## src/hw/rtl/gnmc_pkg.sv

```systemverilog
// ----------------------------------------------------------------------------
// gnmc_pkg
// Shared limits, widths and character codes of the grid neighbor mine counter.
// ----------------------------------------------------------------------------
package gnmc_pkg;

  // frame limits
  localparam int unsigned MAX_COLS = 128;
  localparam int unsigned MAX_ROWS = 128;

  localparam int unsigned COL_W = (MAX_COLS > 1) ? $clog2(MAX_COLS) : 1;
  localparam int unsigned ROW_W = (MAX_ROWS > 1) ? $clog2(MAX_ROWS) : 1;

  // frame size registers and cell characters are byte wide
  localparam int unsigned DIM_W  = 8;
  localparam int unsigned CHAR_W = 8;

  // wide enough for register values and both limits (limits up to 1024)
  localparam int unsigned CMP_W = 11;

  // three row stores, one bit each per column
  localparam int unsigned NUM_ROW_STORES = 3;
  typedef logic [NUM_ROW_STORES-1:0] col_word_t;

  // an item causes at most this many results
  localparam int unsigned MAX_RES   = 4;
  localparam int unsigned RES_IDX_W = $clog2(MAX_RES);
  localparam int unsigned RES_CNT_W = $clog2(MAX_RES + 1);

  // register port
  localparam int unsigned REG_IDX_W = 1;
  localparam int unsigned PADDR_W   = REG_IDX_W + 2;
  localparam int unsigned PDATA_W   = 32;

  localparam logic [REG_IDX_W-1:0] REG_FRAME_ROWS = REG_IDX_W'(0);
  localparam logic [REG_IDX_W-1:0] REG_FRAME_COLS = REG_IDX_W'(1);

  // character codes
  localparam logic [CHAR_W-1:0] MINE_CHAR  = 8'd42;
  localparam logic [CHAR_W-1:0] DIGIT_ZERO = 8'd48;
  localparam logic [CHAR_W-1:0] DIGIT_MAX  = 8'd56;

endpackage

```

## src/hw/rtl/gnmc_ram.sv

```systemverilog
// ----------------------------------------------------------------------------
// gnmc_ram
// Generic single write port, single read port RAM with registered read data.
// ----------------------------------------------------------------------------
module gnmc_ram #(
  parameter int unsigned WIDTH = 1,
  parameter int unsigned DEPTH = 2
) (
  input  logic                                       clk_i,
  input  logic                                       we_i,
  input  logic [((DEPTH > 1) ? $clog2(DEPTH) : 1)-1:0] waddr_i,
  input  logic [WIDTH-1:0]                           wdata_i,
  input  logic                                       re_i,
  input  logic [((DEPTH > 1) ? $clog2(DEPTH) : 1)-1:0] raddr_i,
  output logic [WIDTH-1:0]                           rdata_o
);

  logic [WIDTH-1:0] mem [DEPTH];
  logic [WIDTH-1:0] rdata_q;

  always_ff @(posedge clk_i) begin
    if (we_i) begin
      mem[waddr_i] <= wdata_i;
    end
    if (re_i) begin
      rdata_q <= mem[raddr_i];
    end
  end

  assign rdata_o = rdata_q;

endmodule

```

## src/hw/rtl/grid_neighbor_mine_count_core.sv

```systemverilog
// Result path: the column word is read as the item is accepted, then the
// results it completes are registered in the output buffer and shown.
// Throughput: one item per cycle while no item causes more than one result
// and the output is not stalled; several results queue for the single port.
// Reset: position counters go to the frame origin, both frame sizes to 1,
// and the per-column valid bits of the row stores clear at once (all empty).
// ----------------------------------------------------------------------------
// grid_neighbor_mine_count_core
// Raster-order 3x3 neighbor mine counter. The three row stores live in one
// RAM indexed by column; each item reads, updates and writes back its column.
// ----------------------------------------------------------------------------
module grid_neighbor_mine_count_core
  import gnmc_pkg::*;
(
  input  logic               clk_i,
  input  logic               rst_ni,

  // register port
  input  logic               psel,
  input  logic               penable,
  input  logic               pwrite,
  input  logic [PADDR_W-1:0] paddr,
  input  logic [PDATA_W-1:0] pwdata,
  output logic [PDATA_W-1:0] prdata,
  output logic               pready,

  // cell items
  input  logic               in_valid_i,
  output logic               in_stall_o,
  input  logic [CHAR_W-1:0]  cell_char_i,

  // result items
  output logic               out_valid_o,
  input  logic               out_stall_i,
  output logic [CHAR_W-1:0]  out_char_o,
  output logic               row_end_o,
  output logic               frame_end_o,
  output logic               run_last_o
);

  localparam logic [1:0] RMOD_FIRST = 2'd0;
  localparam logic [1:0] RMOD_MID   = 2'd1;
  localparam logic [1:0] RMOD_LAST  = 2'd2;

  typedef struct packed {
    logic r_ge1;
    logic r_ge2;
    logic r_last;
    logic c_ge1;
    logic c_ge2;
    logic c_last;
  } pos_flags_t;

  // --------------------------------------------------------------------------
  // helpers
  // --------------------------------------------------------------------------
  // reorder a column word so bit 2 is the newest row, bit 0 the oldest
  function automatic col_word_t rotate_col(col_word_t w, logic [1:0] rmod);
    col_word_t res;
    case (rmod)
      RMOD_FIRST: res = {w[0], w[2], w[1]};
      RMOD_MID:   res = {w[1], w[0], w[2]};
      RMOD_LAST:  res = {w[2], w[1], w[0]};
      default:    res = '0;
    endcase
    return res;
  endfunction

  // left, middle, right columns: bit 0 above, bit 1 center, bit 2 below
  function automatic logic [CHAR_W-1:0] cell_result(col_word_t l, col_word_t m,
                                                    col_word_t r);
    logic [3:0] cnt;
    cnt = 4'(l[0]) + 4'(l[1]) + 4'(l[2]) + 4'(m[0]) + 4'(m[2])
        + 4'(r[0]) + 4'(r[1]) + 4'(r[2]);
    return m[1] ? MINE_CHAR : DIGIT_ZERO + CHAR_W'(cnt);
  endfunction

  // --------------------------------------------------------------------------
  // configuration registers
  // --------------------------------------------------------------------------
  logic [DIM_W-1:0] rows_q, cols_q;
  logic             cfg_wr;

  assign pready = 1'b1;
  assign cfg_wr = psel & penable & pwrite;

  always_ff @(posedge clk_i or negedge rst_ni) begin
    if (!rst_ni) begin
      rows_q <= DIM_W'(1);
      cols_q <= DIM_W'(1);
    end else if (cfg_wr) begin
      unique case (paddr[PADDR_W-1:2])
        REG_FRAME_ROWS: rows_q <= pwdata[DIM_W-1:0];
        REG_FRAME_COLS: cols_q <= pwdata[DIM_W-1:0];
        default: ;
      endcase
    end
  end

  always_comb begin
    prdata = '0;
    unique case (paddr[PADDR_W-1:2])
      REG_FRAME_ROWS: prdata[DIM_W-1:0] = rows_q;
      REG_FRAME_COLS: prdata[DIM_W-1:0] = cols_q;
      default: ;
    endcase
  end

  // effective frame size: zero reads as one, large values saturate
  logic [CMP_W-1:0] nr, nc;

  always_comb begin
    if (rows_q == '0) begin
      nr = CMP_W'(1);
    end else if (CMP_W'(rows_q) > CMP_W'(MAX_ROWS)) begin
      nr = CMP_W'(MAX_ROWS);
    end else begin
      nr = CMP_W'(rows_q);
    end
    if (cols_q == '0) begin
      nc = CMP_W'(1);
    end else if (CMP_W'(cols_q) > CMP_W'(MAX_COLS)) begin
      nc = CMP_W'(MAX_COLS);
    end else begin
      nc = CMP_W'(cols_q);
    end
  end

  // --------------------------------------------------------------------------
  // input position
  // --------------------------------------------------------------------------
  logic [ROW_W-1:0] in_row_q, in_row_d, r_eff;
  logic [COL_W-1:0] in_col_q, in_col_d, c_eff;
  logic [1:0]       rmod_q, rmod_d, rmod_eff;
  logic             restart;
  logic [CMP_W-1:0] c_nx, r_nx;
  pos_flags_t       acc_flags;
  logic             in_accept;

  assign in_accept = in_valid_i & ~in_stall_o;

  always_comb begin
    // counters outside a shrunk frame restart it
    restart  = (CMP_W'(in_row_q) >= nr) || (CMP_W'(in_col_q) >= nc);
    r_eff    = restart ? '0 : in_row_q;
    c_eff    = restart ? '0 : in_col_q;
    rmod_eff = restart ? RMOD_FIRST : rmod_q;

    acc_flags.r_ge1  = (r_eff != '0);
    acc_flags.r_ge2  = (CMP_W'(r_eff) > CMP_W'(1));
    acc_flags.r_last = (CMP_W'(r_eff) == nr - CMP_W'(1));
    acc_flags.c_ge1  = (c_eff != '0);
    acc_flags.c_ge2  = (CMP_W'(c_eff) > CMP_W'(1));
    acc_flags.c_last = (CMP_W'(c_eff) == nc - CMP_W'(1));

    c_nx = CMP_W'(c_eff) + CMP_W'(1);
    r_nx = CMP_W'(r_eff) + CMP_W'(1);
    in_row_d = r_eff;
    in_col_d = c_nx[COL_W-1:0];
    rmod_d   = rmod_eff;
    if (c_nx >= nc) begin
      in_col_d = '0;
      if (r_nx >= nr) begin
        in_row_d = '0;
        rmod_d   = RMOD_FIRST;
      end else begin
        in_row_d = r_nx[ROW_W-1:0];
        rmod_d   = (rmod_eff == RMOD_LAST) ? RMOD_FIRST : rmod_eff + 2'd1;
      end
    end
  end

  always_ff @(posedge clk_i or negedge rst_ni) begin
    if (!rst_ni) begin
      in_row_q <= '0;
      in_col_q <= '0;
      rmod_q   <= RMOD_FIRST;
    end else if (in_accept) begin
      in_row_q <= in_row_d;
      in_col_q <= in_col_d;
      rmod_q   <= rmod_d;
    end
  end

  // --------------------------------------------------------------------------
  // row store RAM: one word per column, one bit per row store
  // --------------------------------------------------------------------------
  logic             ram_we;
  logic [COL_W-1:0] ram_waddr;
  col_word_t        ram_wdata, ram_rdata;
  logic [MAX_COLS-1:0] col_valid_q;

  gnmc_ram #(
    .WIDTH (NUM_ROW_STORES),
    .DEPTH (MAX_COLS)
  ) u_row_ram (
    .clk_i   (clk_i),
    .we_i    (ram_we),
    .waddr_i (ram_waddr),
    .wdata_i (ram_wdata),
    .re_i    (in_accept),
    .raddr_i (c_eff),
    .rdata_o (ram_rdata)
  );

  // --------------------------------------------------------------------------
  // stage 1: column update and result computation
  // --------------------------------------------------------------------------
  logic             s1_valid_q;
  logic [COL_W-1:0] s1_col_q;
  logic [1:0]       s1_rmod_q;
  logic             s1_mine_q;
  pos_flags_t       s1_flags_q;
  logic             s1_fresh_q;
  logic             s1_ent_vld_q;
  col_word_t        s1_hold_q;
  col_word_t        win_c1_q, win_c2_q;

  col_word_t        col_raw, col_new, cur;
  col_word_t        a_l, a_m, a_r, b_l, b_m, b_r;
  col_word_t        c_l, c_m, c_r, d_l, d_m, d_r;
  logic [CHAR_W-1:0] res_char [MAX_RES];
  logic [MAX_RES-1:0] res_en, res_row_end, res_frame_end;
  logic [CHAR_W-1:0] pk_char [MAX_RES];
  logic [MAX_RES-1:0] pk_row_end, pk_frame_end;
  logic [RES_CNT_W-1:0] s1_n;
  logic             s1_adv, fwd;

  logic [CHAR_W-1:0] ob_char_q [MAX_RES];
  logic [MAX_RES-1:0] ob_row_end_q, ob_frame_end_q;
  logic [RES_CNT_W-1:0] ob_cnt_q;
  logic             out_take, ob_free;

  always_comb begin
    col_raw = s1_fresh_q ? (ram_rdata & {NUM_ROW_STORES{s1_ent_vld_q}}) : s1_hold_q;
    col_new = col_raw;
    col_new[s1_rmod_q] = s1_mine_q;
    cur = rotate_col(col_new, s1_rmod_q);
  end

  always_comb begin
    // cell one row up, one column left
    a_l = s1_flags_q.c_ge2 ? win_c2_q : '0;
    a_m = win_c1_q;
    a_r = cur;
    a_l = {a_l[2], a_l[1], a_l[0] & s1_flags_q.r_ge2};
    a_m = {a_m[2], a_m[1], a_m[0] & s1_flags_q.r_ge2};
    a_r = {a_r[2], a_r[1], a_r[0] & s1_flags_q.r_ge2};
    // cell one row up, last column
    b_l = s1_flags_q.c_ge1 ? win_c1_q : '0;
    b_m = cur;
    b_r = '0;
    b_l = {b_l[2], b_l[1], b_l[0] & s1_flags_q.r_ge2};
    b_m = {b_m[2], b_m[1], b_m[0] & s1_flags_q.r_ge2};
    // last row: nothing below, the newest row is the center
    c_l = s1_flags_q.c_ge2 ? win_c2_q : '0;
    c_m = win_c1_q;
    c_r = cur;
    c_l = {1'b0, c_l[2], c_l[1] & s1_flags_q.r_ge1};
    c_m = {1'b0, c_m[2], c_m[1] & s1_flags_q.r_ge1};
    c_r = {1'b0, c_r[2], c_r[1] & s1_flags_q.r_ge1};
    d_l = s1_flags_q.c_ge1 ? win_c1_q : '0;
    d_m = cur;
    d_r = '0;
    d_l = {1'b0, d_l[2], d_l[1] & s1_flags_q.r_ge1};
    d_m = {1'b0, d_m[2], d_m[1] & s1_flags_q.r_ge1};

    res_char[0] = cell_result(a_l, a_m, a_r);
    res_char[1] = cell_result(b_l, b_m, b_r);
    res_char[2] = cell_result(c_l, c_m, c_r);
    res_char[3] = cell_result(d_l, d_m, d_r);

    res_en[0] = s1_flags_q.r_ge1  & s1_flags_q.c_ge1;
    res_en[1] = s1_flags_q.r_ge1  & s1_flags_q.c_last;
    res_en[2] = s1_flags_q.r_last & s1_flags_q.c_ge1;
    res_en[3] = s1_flags_q.r_last & s1_flags_q.c_last;

    res_row_end   = 4'b1010;
    res_frame_end = 4'b1000;
  end

  // pack the enabled results to the front, in order
  always_comb begin
    s1_n         = '0;
    pk_row_end   = '0;
    pk_frame_end = '0;
    for (int i = 0; i < MAX_RES; i++) begin
      pk_char[i] = '0;
    end
    for (int i = 0; i < MAX_RES; i++) begin
      if (res_en[i]) begin
        pk_char[s1_n[RES_IDX_W-1:0]]      = res_char[i];
        pk_row_end[s1_n[RES_IDX_W-1:0]]   = res_row_end[i];
        pk_frame_end[s1_n[RES_IDX_W-1:0]] = res_frame_end[i];
        s1_n = s1_n + RES_CNT_W'(1);
      end
    end
  end

  assign out_take   = out_valid_o & ~out_stall_i;
  assign ob_free    = (ob_cnt_q == '0) || ((ob_cnt_q == RES_CNT_W'(1)) && out_take);
  assign s1_adv     = s1_valid_q && ((s1_n == '0) || ob_free);
  assign in_stall_o = s1_valid_q && !s1_adv;

  // the new read sees old data when the write to its column lands the same edge
  assign fwd = s1_adv && (s1_col_q == c_eff);

  assign ram_we    = s1_adv;
  assign ram_waddr = s1_col_q;
  assign ram_wdata = col_new;

  always_ff @(posedge clk_i or negedge rst_ni) begin
    if (!rst_ni) begin
      s1_valid_q  <= 1'b0;
      s1_fresh_q  <= 1'b0;
      col_valid_q <= '0;
    end else begin
      if (in_accept) begin
        s1_valid_q <= 1'b1;
        s1_fresh_q <= !fwd;
      end else if (s1_adv) begin
        s1_valid_q <= 1'b0;
      end else if (s1_valid_q) begin
        s1_fresh_q <= 1'b0;
      end
      if (s1_adv) begin
        col_valid_q[s1_col_q] <= 1'b1;
      end
    end
  end

  always_ff @(posedge clk_i) begin
    if (in_accept) begin
      s1_col_q     <= c_eff;
      s1_rmod_q    <= rmod_eff;
      s1_mine_q    <= (cell_char_i == MINE_CHAR);
      s1_flags_q   <= acc_flags;
      s1_ent_vld_q <= col_valid_q[c_eff];
      s1_hold_q    <= col_new;
    end else if (s1_valid_q && !s1_adv && s1_fresh_q) begin
      s1_hold_q <= col_raw;
    end
    if (s1_adv) begin
      win_c2_q <= win_c1_q;
      win_c1_q <= cur;
    end
  end

  // --------------------------------------------------------------------------
  // output buffer: results of one item, head at entry 0
  // --------------------------------------------------------------------------
  always_ff @(posedge clk_i or negedge rst_ni) begin
    if (!rst_ni) begin
      ob_cnt_q <= '0;
    end else if (s1_adv && (s1_n != '0)) begin
      ob_cnt_q <= s1_n;
    end else if (out_take) begin
      ob_cnt_q <= ob_cnt_q - RES_CNT_W'(1);
    end
  end

  always_ff @(posedge clk_i) begin
    if (s1_adv && (s1_n != '0)) begin
      ob_char_q      <= pk_char;
      ob_row_end_q   <= pk_row_end;
      ob_frame_end_q <= pk_frame_end;
    end else if (out_take) begin
      for (int i = 0; i < MAX_RES - 1; i++) begin
        ob_char_q[i]      <= ob_char_q[i+1];
        ob_row_end_q[i]   <= ob_row_end_q[i+1];
        ob_frame_end_q[i] <= ob_frame_end_q[i+1];
      end
    end
  end

  assign out_valid_o = (ob_cnt_q != '0);
  assign out_char_o  = ob_char_q[0];
  assign row_end_o   = ob_row_end_q[0];
  assign frame_end_o = ob_frame_end_q[0];
  assign run_last_o  = (ob_cnt_q == RES_CNT_W'(1));

endmodule

```

## config.mk

```make
export PLATFORM = sky130hd
export DESIGN_NAME = grid_neighbor_mine_count_core
export DESIGN_NICKNAME = d
export VERILOG_FILES = /design/src/hw/rtl/gnmc_pkg.sv /design/src/hw/rtl/gnmc_ram.sv /design/src/hw/rtl/grid_neighbor_mine_count_core.sv
export SDC_FILE = /design/constraint.sdc
export NUM_CORES = 1
export LEC_CHECK = 0
export ABC_AREA = 1
export BUFFER_PORTS_ARGS = -buffer_cell sky130_fd_sc_hd__buf_4
export CAP_MARGIN = 20
export CORE_UTILIZATION = 60
export DETAILED_ROUTE_END_ITERATION = 8
export PLACE_DENSITY = 0.75
export SKIP_LAST_GASP = 1
export SLEW_MARGIN = 20
export SYNTH_ARGS = -nofsm -noshare
export SYNTH_HDL_FRONTEND = slang
export SYNTH_HIERARCHICAL = 1
export SYNTH_SLANG_ARGS = --single-unit
```

## constraint.sdc

```tcl
create_clock -name clk_i -period 14.2 [get_ports clk_i]
set_clock_uncertainty 0.05 [all_clocks]
set_input_delay 2.84 -clock clk_i [delete_from_list [all_inputs] [get_ports clk_i]]
set_output_delay 2.84 -clock clk_i [all_outputs]
set_load 0.02 [all_outputs]
```

After elaboration in Yosys (flattened, before gate mapping)

Memory sizes are Yosys's and may differ from the RTL's. A register that Yosys moved wholly into a read port is not among the register bits.
Index checks and enable logic that the tools add are counted.

Memories kept: 1
Output and inout bits: 46
Input bits: 50
Bits in registers: 231
Logic and storage cells: 230
RAM bits: 384
Bits in read-only memories: 0
Latch bits: 0

Memory list:

| name          | depth | width | read ports | clocked after Yosys merged registers in | wr ports | RTL line       | RTL |
|---|---|---|---|---|---|---|---|
| u_row_ram.mem | 128   | 3     | 1          | 1                                       | 1        | gnmc_ram.sv:18 | `logic [WIDTH-1:0] mem [DEPTH];` |

Order comparisons: 25
Eq/ne operators: 9
Multipliers: 0
Reductions and logical operators: 35
Div/mod/pow operators: 0
Bitwise operators: 27
Multiplexer cells: 73
Shift operators: 0
Add/subtract/negate cells: 30

Operators by type and width:

| operator                | number |
|---|---|
| $or A128 B128 Y128      | 1 |
| $bwmux W32              | 3 |
| $mux W32                | 3 |
| $mux W7                 | 10 |
| $mux W8                 | 7 |
| $demux W8 S2            | 3 |
| $mux W24                | 2 |
| $mux W3                 | 15 |
| $add A4 B1 Y4           | 6 |
| $eq A7 B11 Y1           | 2 |
| $ge A7 B11 Y1           | 2 |
| $ge A8 B11 Y1           | 2 |
| $sub A11 B1 Y11 const B | 2 |
| $add A6 B4 Y7 const A   | 3 |
| $add A7 B1 Y8 const B   | 2 |
| $and A1 B1 Y1           | 16 |
| $gt A8 B8 Y1 const B    | 2 |
| $logic_not A8 Y1        | 2 |
| $lt A7 B8 Y1 const B    | 2 |
| $pmux W8 S2             | 1 |
| $gt A7 B1 Y1 const B    | 2 |
| $logic_and A1 B1 Y1     | 14 |
| $mux W1                 | 14 |
| $reduce_bool A7 Y1      | 2 |
| 38 further kinds        | 81 |

Longest topological paths before layout

Word-level depth: 20
Depth in mapped cells: 34
Gate-level depth less buffers: 32

By module

The synthesis kept the hierarchy.

Modules (own cells, without submodules):

| module                        | cells each | area an instance (um^2) | times used |
|---|---|---|---|
| gnmc_ram                      | 1463       | 16198.0                 | 1 |
| grid_neighbor_mine_count_core | 1567       | 13090.1                 | 1 |

Least setup slack after synthesis

OpenSTA, ideal clock, no wires.

Path type: register to register
Start: reg s1_fresh_q
End: reg ob_char_q (netlist bit out_char_o[2]) (data pin)
Data arrival time: 7.751 ns
Path buffers: 0
Slack: 6.138 ns
Setup time: 0.262 ns
Stages on the path, launching flop included: 16
Cells stage by stage: dfrtp_1 -> o22ai_1 -> inv_1 -> o21ai_0 -> nand2_1 -> nand3_1 -> nand2_1 -> fa_1 -> inv_1 -> ha_1 -> fa_1 -> xor2_1 -> nand2_1 -> o21ai_0 -> o21ai_0 -> o21ai_0

Cells in the longest elaborated chain, start to end: 17

RTL lines:

| what                            | RTL line                                                                   | RTL |
|---|---|---|
| from (decl)                     | grid_neighbor_mine_count_core.sv:214                                       | `logic s1_fresh_q;` |
| from (signal assigned)          | grid_neighbor_mine_count_core.sv:320                                       | `s1_fresh_q <= !fwd;` |
| $mux W3 *                       | grid_neighbor_mine_count_core.sv:235                                       | `col_raw = s1_fresh_q ? (ram_rdata & {NUM_ROW_STORES{s1_ent_vld_q}}) : s1_hold_q;` |
| $bwmux W3 *                     | grid_neighbor_mine_count_core.sv:237                                       | `col_new[s1_rmod_q] = s1_mine_q;` |
| named net col_new[2]            | grid_neighbor_mine_count_core.sv:219                                       | `col_word_t col_raw, col_new, cur;` |
| $pmux W3 S3 *                   | grid_neighbor_mine_count_core.sv:60                                        | `case (rmod)` |
| named net cur[0]                | grid_neighbor_mine_count_core.sv:219                                       |  |
| $and A1 B1 Y1 *                 | grid_neighbor_mine_count_core.sv:248, grid_neighbor_mine_count_core.sv:254 |  |
| $add A4 B1 Y4 (3 in series)     | grid_neighbor_mine_count_core.sv:74                                        | `+ 4'(r[0]) + 4'(r[1]) + 4'(r[2]);` |
| $add A6 B4 Y7                   | grid_neighbor_mine_count_core.sv:75                                        | `return m[1] ? MINE_CHAR : DIGIT_ZERO + CHAR_W'(cnt);` |
| $mux W7                         | grid_neighbor_mine_count_core.sv:75                                        |  |
| $mux W7                         | grid_neighbor_mine_count_core.sv:291                                       | `if (res_en[i]) begin` |
| $bwmux W32                      | grid_neighbor_mine_count_core.sv:292                                       | `pk_char[s1_n[RES_IDX_W-1:0]] = res_char[i];` |
| $mux W32 *                      | grid_neighbor_mine_count_core.sv:291                                       |  |
| $bwmux W32                      | grid_neighbor_mine_count_core.sv:292                                       |  |
| $mux W32 *                      | grid_neighbor_mine_count_core.sv:291                                       |  |
| $bwmux W32                      | grid_neighbor_mine_count_core.sv:292                                       |  |
| $mux W32 *                      | grid_neighbor_mine_count_core.sv:291                                       |  |
| $mux W24 *                      | grid_neighbor_mine_count_core.sv:363                                       | `if (s1_adv && (s1_n != '0)) begin` |
| to (signal assigned)            | grid_neighbor_mine_count_core.sv:364                                       | `ob_char_q <= pk_char;` |
| to (signal, indexed assignment) | grid_neighbor_mine_count_core.sv:369                                       | `ob_char_q[i] <= ob_char_q[i+1];` |
| to (decl)                       | grid_neighbor_mine_count_core.sv:229                                       | `logic [CHAR_W-1:0] ob_char_q [MAX_RES];` |

Mark *: on every way through the listed nets, which the timed path passes. The rest lies on a longest branch.
A chain may end at the register's enable or synchronous reset.

Worst setup path after layout

Start: reg in_col_q[0]
End: reg in_row_q[5]

Cells in the longest elaborated chain, start to end: 7

RTL lines:

| what                   | RTL line                             | RTL |
|---|---|---|
| from (decl)            | grid_neighbor_mine_count_core.sv:133 | `logic [COL_W-1:0] in_col_q, in_col_d, c_eff;` |
| from (signal assigned) | grid_neighbor_mine_count_core.sv:180 | `in_col_q <= in_col_d;` |
| $ge A7 B11 Y1          | grid_neighbor_mine_count_core.sv:144 | `restart = (CMP_W'(in_row_q) >= nr) \|\| (CMP_W'(in_col_q) >= nc);` |
| $logic_or A1 B1 Y1     | grid_neighbor_mine_count_core.sv:144 |  |
| $mux W7                | grid_neighbor_mine_count_core.sv:145 | `r_eff = restart ? '0 : in_row_q;` |
| $add A7 B1 Y8          | grid_neighbor_mine_count_core.sv:157 | `r_nx = CMP_W'(r_eff) + CMP_W'(1);` |
| $ge A8 B11 Y1          | grid_neighbor_mine_count_core.sv:163 | `if (r_nx >= nr) begin` |
| $mux W7                | grid_neighbor_mine_count_core.sv:163 |  |
| $mux W7 *              | grid_neighbor_mine_count_core.sv:161 | `if (c_nx >= nc) begin` |
| to (signal assigned)   | grid_neighbor_mine_count_core.sv:179 | `in_row_q <= in_row_d;` |
| to (decl)              | grid_neighbor_mine_count_core.sv:132 | `logic [ROW_W-1:0] in_row_q, in_row_d, r_eff;` |

Mark *: on every way between the ends. The rest lies on a longest branch, timed or not.

==> summary.md <==
| Metric | Value |
|---|---|
| Outcome | `finished clean` |
| Diode count | `0` |
| Hold_buf cts | `0` |
| Hold slack final | `396 ps` |
| Share of the yosys chip area belonging to registers | `59.5%` |
| Hold Violations, Final | `0` |
| CP Launch Type | `flop` |
| Critical path start-end classification | `flop to flop` |
| Vias in the first global route | `21,000` |
| I/O pins | `96` |
| Final wirelength | `69,900 um` |
| Reg2Reg Launch Point | `in_col_q[0]$_DFFE_PN0P_` |
| Count of pins over their slew limit | `0` |
| Clock tree root buffer cell | `sky130_fd_sc_hd__clkbuf_16` |
| Largest net degree at the start of global routing | `109` |
| Setup TNS | `0 ps` |
| Post-synthesis cell area | `29,300 um^2` |
| Clock slew seen by the registers of the worst setup and hold paths | `60 ps` |
| Maximum fanout count along the critical path | `66` |
| Count of buffers inserted at the top-level ports | `42` |
| Detailed-route DRC error count | `0` |
| Area enclosed by the die boundary | `49,700 um^2` |
| Largest family of logic cells by synthesized area | `simple AND/OR/NAND/NOR gates` |
| Die boundary height | `223 um` |
| TritonCTS clock tree | `built` |
| Placed wire-length estimate after detailed placement | `42,300 um` |
| Fraction of the mapped netlist area in adder cells | `3.08%` |
| Synth area leader | `sky130_fd_sc_hd__edfxtp_1` |
| Worst Hold Endpoint | `col_valid_q[88]$_DFFE_PN0P_` |
| Total core area | `47,900 um^2` |
| Cts bufs inserted | `59` |
| Max-cap check violation count | `0` |
| Detailed-route vias per instance | `5.86` |
| Layout Area Growth over Synthesis | `8.18%` |
| Global-route wire length before repair | `111,000 um` |
| Deepest level of the CTS H-tree | `2` |
| Most common cell after layout, fill and taps aside | `sky130_fd_sc_hd__nand2_1` |
| Horizontal extent of the die | `223 um` |
| Setup Buffers After CTS | `0` |
| Share of flip-flops with an asynchronous set or reset | `27.1%` |
| TritonCTS sink count | `608` |
| Top-area cell type share of the netlist area | `45.4%` |
| Critical path endpoint category | `flop` |
| Initial Util | `61.1%` |
| RSZ-0062 raised after global routing | `false` |
| Total via count in the routed design | `21,500` |
| Routability-driven placement congestion ratio | `0.897` |
| Worst EP arrival | `7310 ps` |
| Compound-Gate Fraction of Synth Area | `6.11%` |
| Congestion Overflow GR | `0` |
| Top post-synthesis cells by area | `sky130_fd_sc_hd__edfxtp_1 (45%), sky130_fd_sc_hd__dfrtp_1 (14%), sky130_fd_sc_hd__nand2_1 (10%)` |
| Buffer depth of the longest clock path | `3` |
| DR WL/cell | `19.1 um` |
| Cell leakage power | `13.2 nW` |
| Fraction of layout cells with a size suffix above 1 | `7.85%` |
| Clock insertion delay at the later pin of the skew report | `640 ps` |
| Minimum clock period | `6820 ps` |
| Final setup vio count | `0` |
| Number of cells on the worst hold path | `2` |
| Beginning of the worst hold path | `col_valid_q[88]$_DFFE_PN0P_` |
| Number of synthesized flops with an enable pin | `443` |
| Commonest cells after routing, fill and taps aside | `sky130_fd_sc_hd__nand2_1 (796), sky130_fd_sc_hd__nand3_1 (445), sky130_fd_sc_hd__edfxtp_1 (443)` |
| Fraction of the mapped netlist area in simple logic gates | `23.4%` |
| Number of different library cells in the post-synthesis netlist | `59` |
| Final nets | `3,122` |
| Number of violations reported at the end of detailed-routing iteration 0 | `2,158` |
| Critical Path RT | `14,680 ps` |
| Share of synthesized area spent on multiplexers | `0%` |
| Initial antenna violation count | `1` |
| Critical R2R Capture | `in_row_q[5]$_DFFE_PN0P_` |
| Pwr per Cell Area | `236 nW/um^2` |
| Ys Warns | `6` |
| Post-Syn Instances | `3,030` |
| FF+latch count, synth | `608` |
| Post-CTS resize count | `0` |
| Worst Tran Pin Value | `1110 ps` |
| Depth of the worst register-to-register path | `27` |
| Maximum achievable frequency | `147 MHz` |
| Mean Syn Cell Area | `9.67 um^2` |
| Count of TritonRoute iterations in the first routing pass | `5` |
| IR Drop Worst-Case VDD | `0.260 mV` |
| Fill cell instance count of the final layout | `3,664` |
| Setup slack, reg-to-reg | `7380 ps` |
| Global-route usage over all layers | `28.3%` |
| Cell row count | `80` |
| Fin crit share | `48.1%` |
| Class of the tightest hold or removal check | `flop to flop` |
| Top FF cell, synth | `sky130_fd_sc_hd__edfxtp_1` |
| Worst-case headroom to the max-slew limit | `26.1%` |
| Number of routed nets with antenna violations | `0` |
| Fraction of synthesized cell area in xor and xnor cells | `0.833%` |
-- cell type report --
cell class,count,area (um^2),area share [%]
Clock inverter,37,419,1.32
Tap cell,615,769,2.43
Multi-Input combinational cell,1995,9920,31.3
Clock buffer,74,1590,5.03
Sequential cell,608,17400,55.0
Inverter,280,1070,3.39
Timing Repair Buffer,62,469,1.48
-- where the power goes --
group	internal [mW]	leakage (nW)	switching, mW
sequential	2.49	5.74	0.113
combinational	0.824	6.51	2.43
clock	0.940	0.981	0.671
total	4.25	13.2	3.22
-- state kept, by name, summed over array words and instances, names as in the netlist, 2 cells and up --
signal / count
win_c1_q: 3
in_row_q: 7
s1_flags_q: 6
s1_rmod_q: 2
rmod_q: 2
ram_waddr: 7
rows_q: 8
col_valid_q: 128
win_c2_q: 3
u_row_ram/mem: 384
ob_frame_end_q: 2
ob_char_q: 18
out_char_o: 6
in_col_q: 7
cols_q: 8
s1_hold_q: 3
ob_row_end_q: 4
ob_cnt_q: 3
u_row_ram/rdata_o: 3
-- worst max-delay path, cell delays in order, from the launching register on --
cell and delay [ps]:
sky130_fd_sc_hd__dfrtp_1 360, sky130_fd_sc_hd__buf_4 270, sky130_fd_sc_hd__inv_1 870, sky130_fd_sc_hd__ha_1 380, sky130_fd_sc_hd__nand2_1 70, sky130_fd_sc_hd__nor2_1 60
sky130_fd_sc_hd__nand2_2 70, sky130_fd_sc_hd__o21ai_2 60, sky130_fd_sc_hd__nor2_4 730, sky130_fd_sc_hd__nand3_2 190, sky130_fd_sc_hd__buf_4 340, sky130_fd_sc_hd__inv_4 670
sky130_fd_sc_hd__ha_1 320, sky130_fd_sc_hd__nand3_1 130, sky130_fd_sc_hd__nor2_1 160, sky130_fd_sc_hd__nand2_1 80, sky130_fd_sc_hd__xor2_1 200, sky130_fd_sc_hd__inv_1 70
sky130_fd_sc_hd__ha_1 290, sky130_fd_sc_hd__nand2_1 70, sky130_fd_sc_hd__inv_1 40, sky130_fd_sc_hd__nand2_1 50, sky130_fd_sc_hd__nand3_1 90, sky130_fd_sc_hd__a21oi_1 340
sky130_fd_sc_hd__nand2_2 260, sky130_fd_sc_hd__inv_1 240, sky130_fd_sc_hd__a22oi_1 100, sky130_fd_sc_hd__o31ai_1 90
-- through the flow --
stage | utilization [%] | std cells | worst slack [ps] | instance area, um^2 | power, mW
6_report | 66.1 | 3671 | 7380 | 31700 | 7.47
5_1_grt | 66.1 | 3671 | 6990 | 31700 | 7.90
4_1_cts | 66.1 | 3671 | 7500 | 31700 | 7.45
3_5_place_dp | 61.9 | 3560 | 7560 | 29700 | 5.84
3_3_place_gp | 61.9 | 3560 | 7650 | 29700 | 5.75
2_1_floorplan | - | 3055 | 6140 | 29400 | 5.00
-- synth_stat cells, drive strengths merged, types with 9 or more instances --
master	n
inv	280
nand4	38
clkbuf	40
buf	132
o21bai	21
ha	56
o22ai	14
nor3	21
a21oi	50
dfrtp	163
nor2	231
fa	10
edfxtp	443
nand2	819
o21ai	185
xor2	23
o211ai	9
nand3	449
-- worst max-delay path by stage --
stage | slack, ps | start | to | depth (start not counted)
finish | 7380 | in_col_q[0]$_DFFE_PN0P_ | in_row_q[5]$_DFFE_PN0P_ | 27
global route | 6990 | in_col_q[0]$_DFFE_PN0P_ | in_row_q[5]$_DFFE_PN0P_ | 25
CTS | 7500 | in_col_q[0]$_DFFE_PN0P_ | in_row_q[5]$_DFFE_PN0P_ | 27
detailed placement | 7560 | in_col_q[0]$_DFFE_PN0P_ | in_row_q[5]$_DFFE_PN0P_ | 27
global placement | 7650 | in_col_q[0]$_DFFE_PN0P_ | in_row_q[5]$_DFFE_PN0P_ | 27
floorplan | 6140 | s1_fresh_q$_DFFE_PN0P_ | out_char_o[2]$_DFFE_PP_ | 15
-- per-layer routing --
metal  routed length (um)  global-route usage, %  vias up
li1                     -                      -    10100
met1                28300                   37.5    10400
met2                34200                   47.7      883
met3                 5240                   3.99      172
met4                 2180                   10.4        2
met5                   13                      0        -
-- cells by family after synthesis --
kind of cell / after synthesis
other: 2
buffers and inverters: 452
flip-flops: 608
AO/OA/AOI/OAI: 305
AND/OR/NAND/NOR: 1570
adder cells (fa/ha/maj): 66
XOR/XNOR: 27
(Power assumes the default switching activity.)
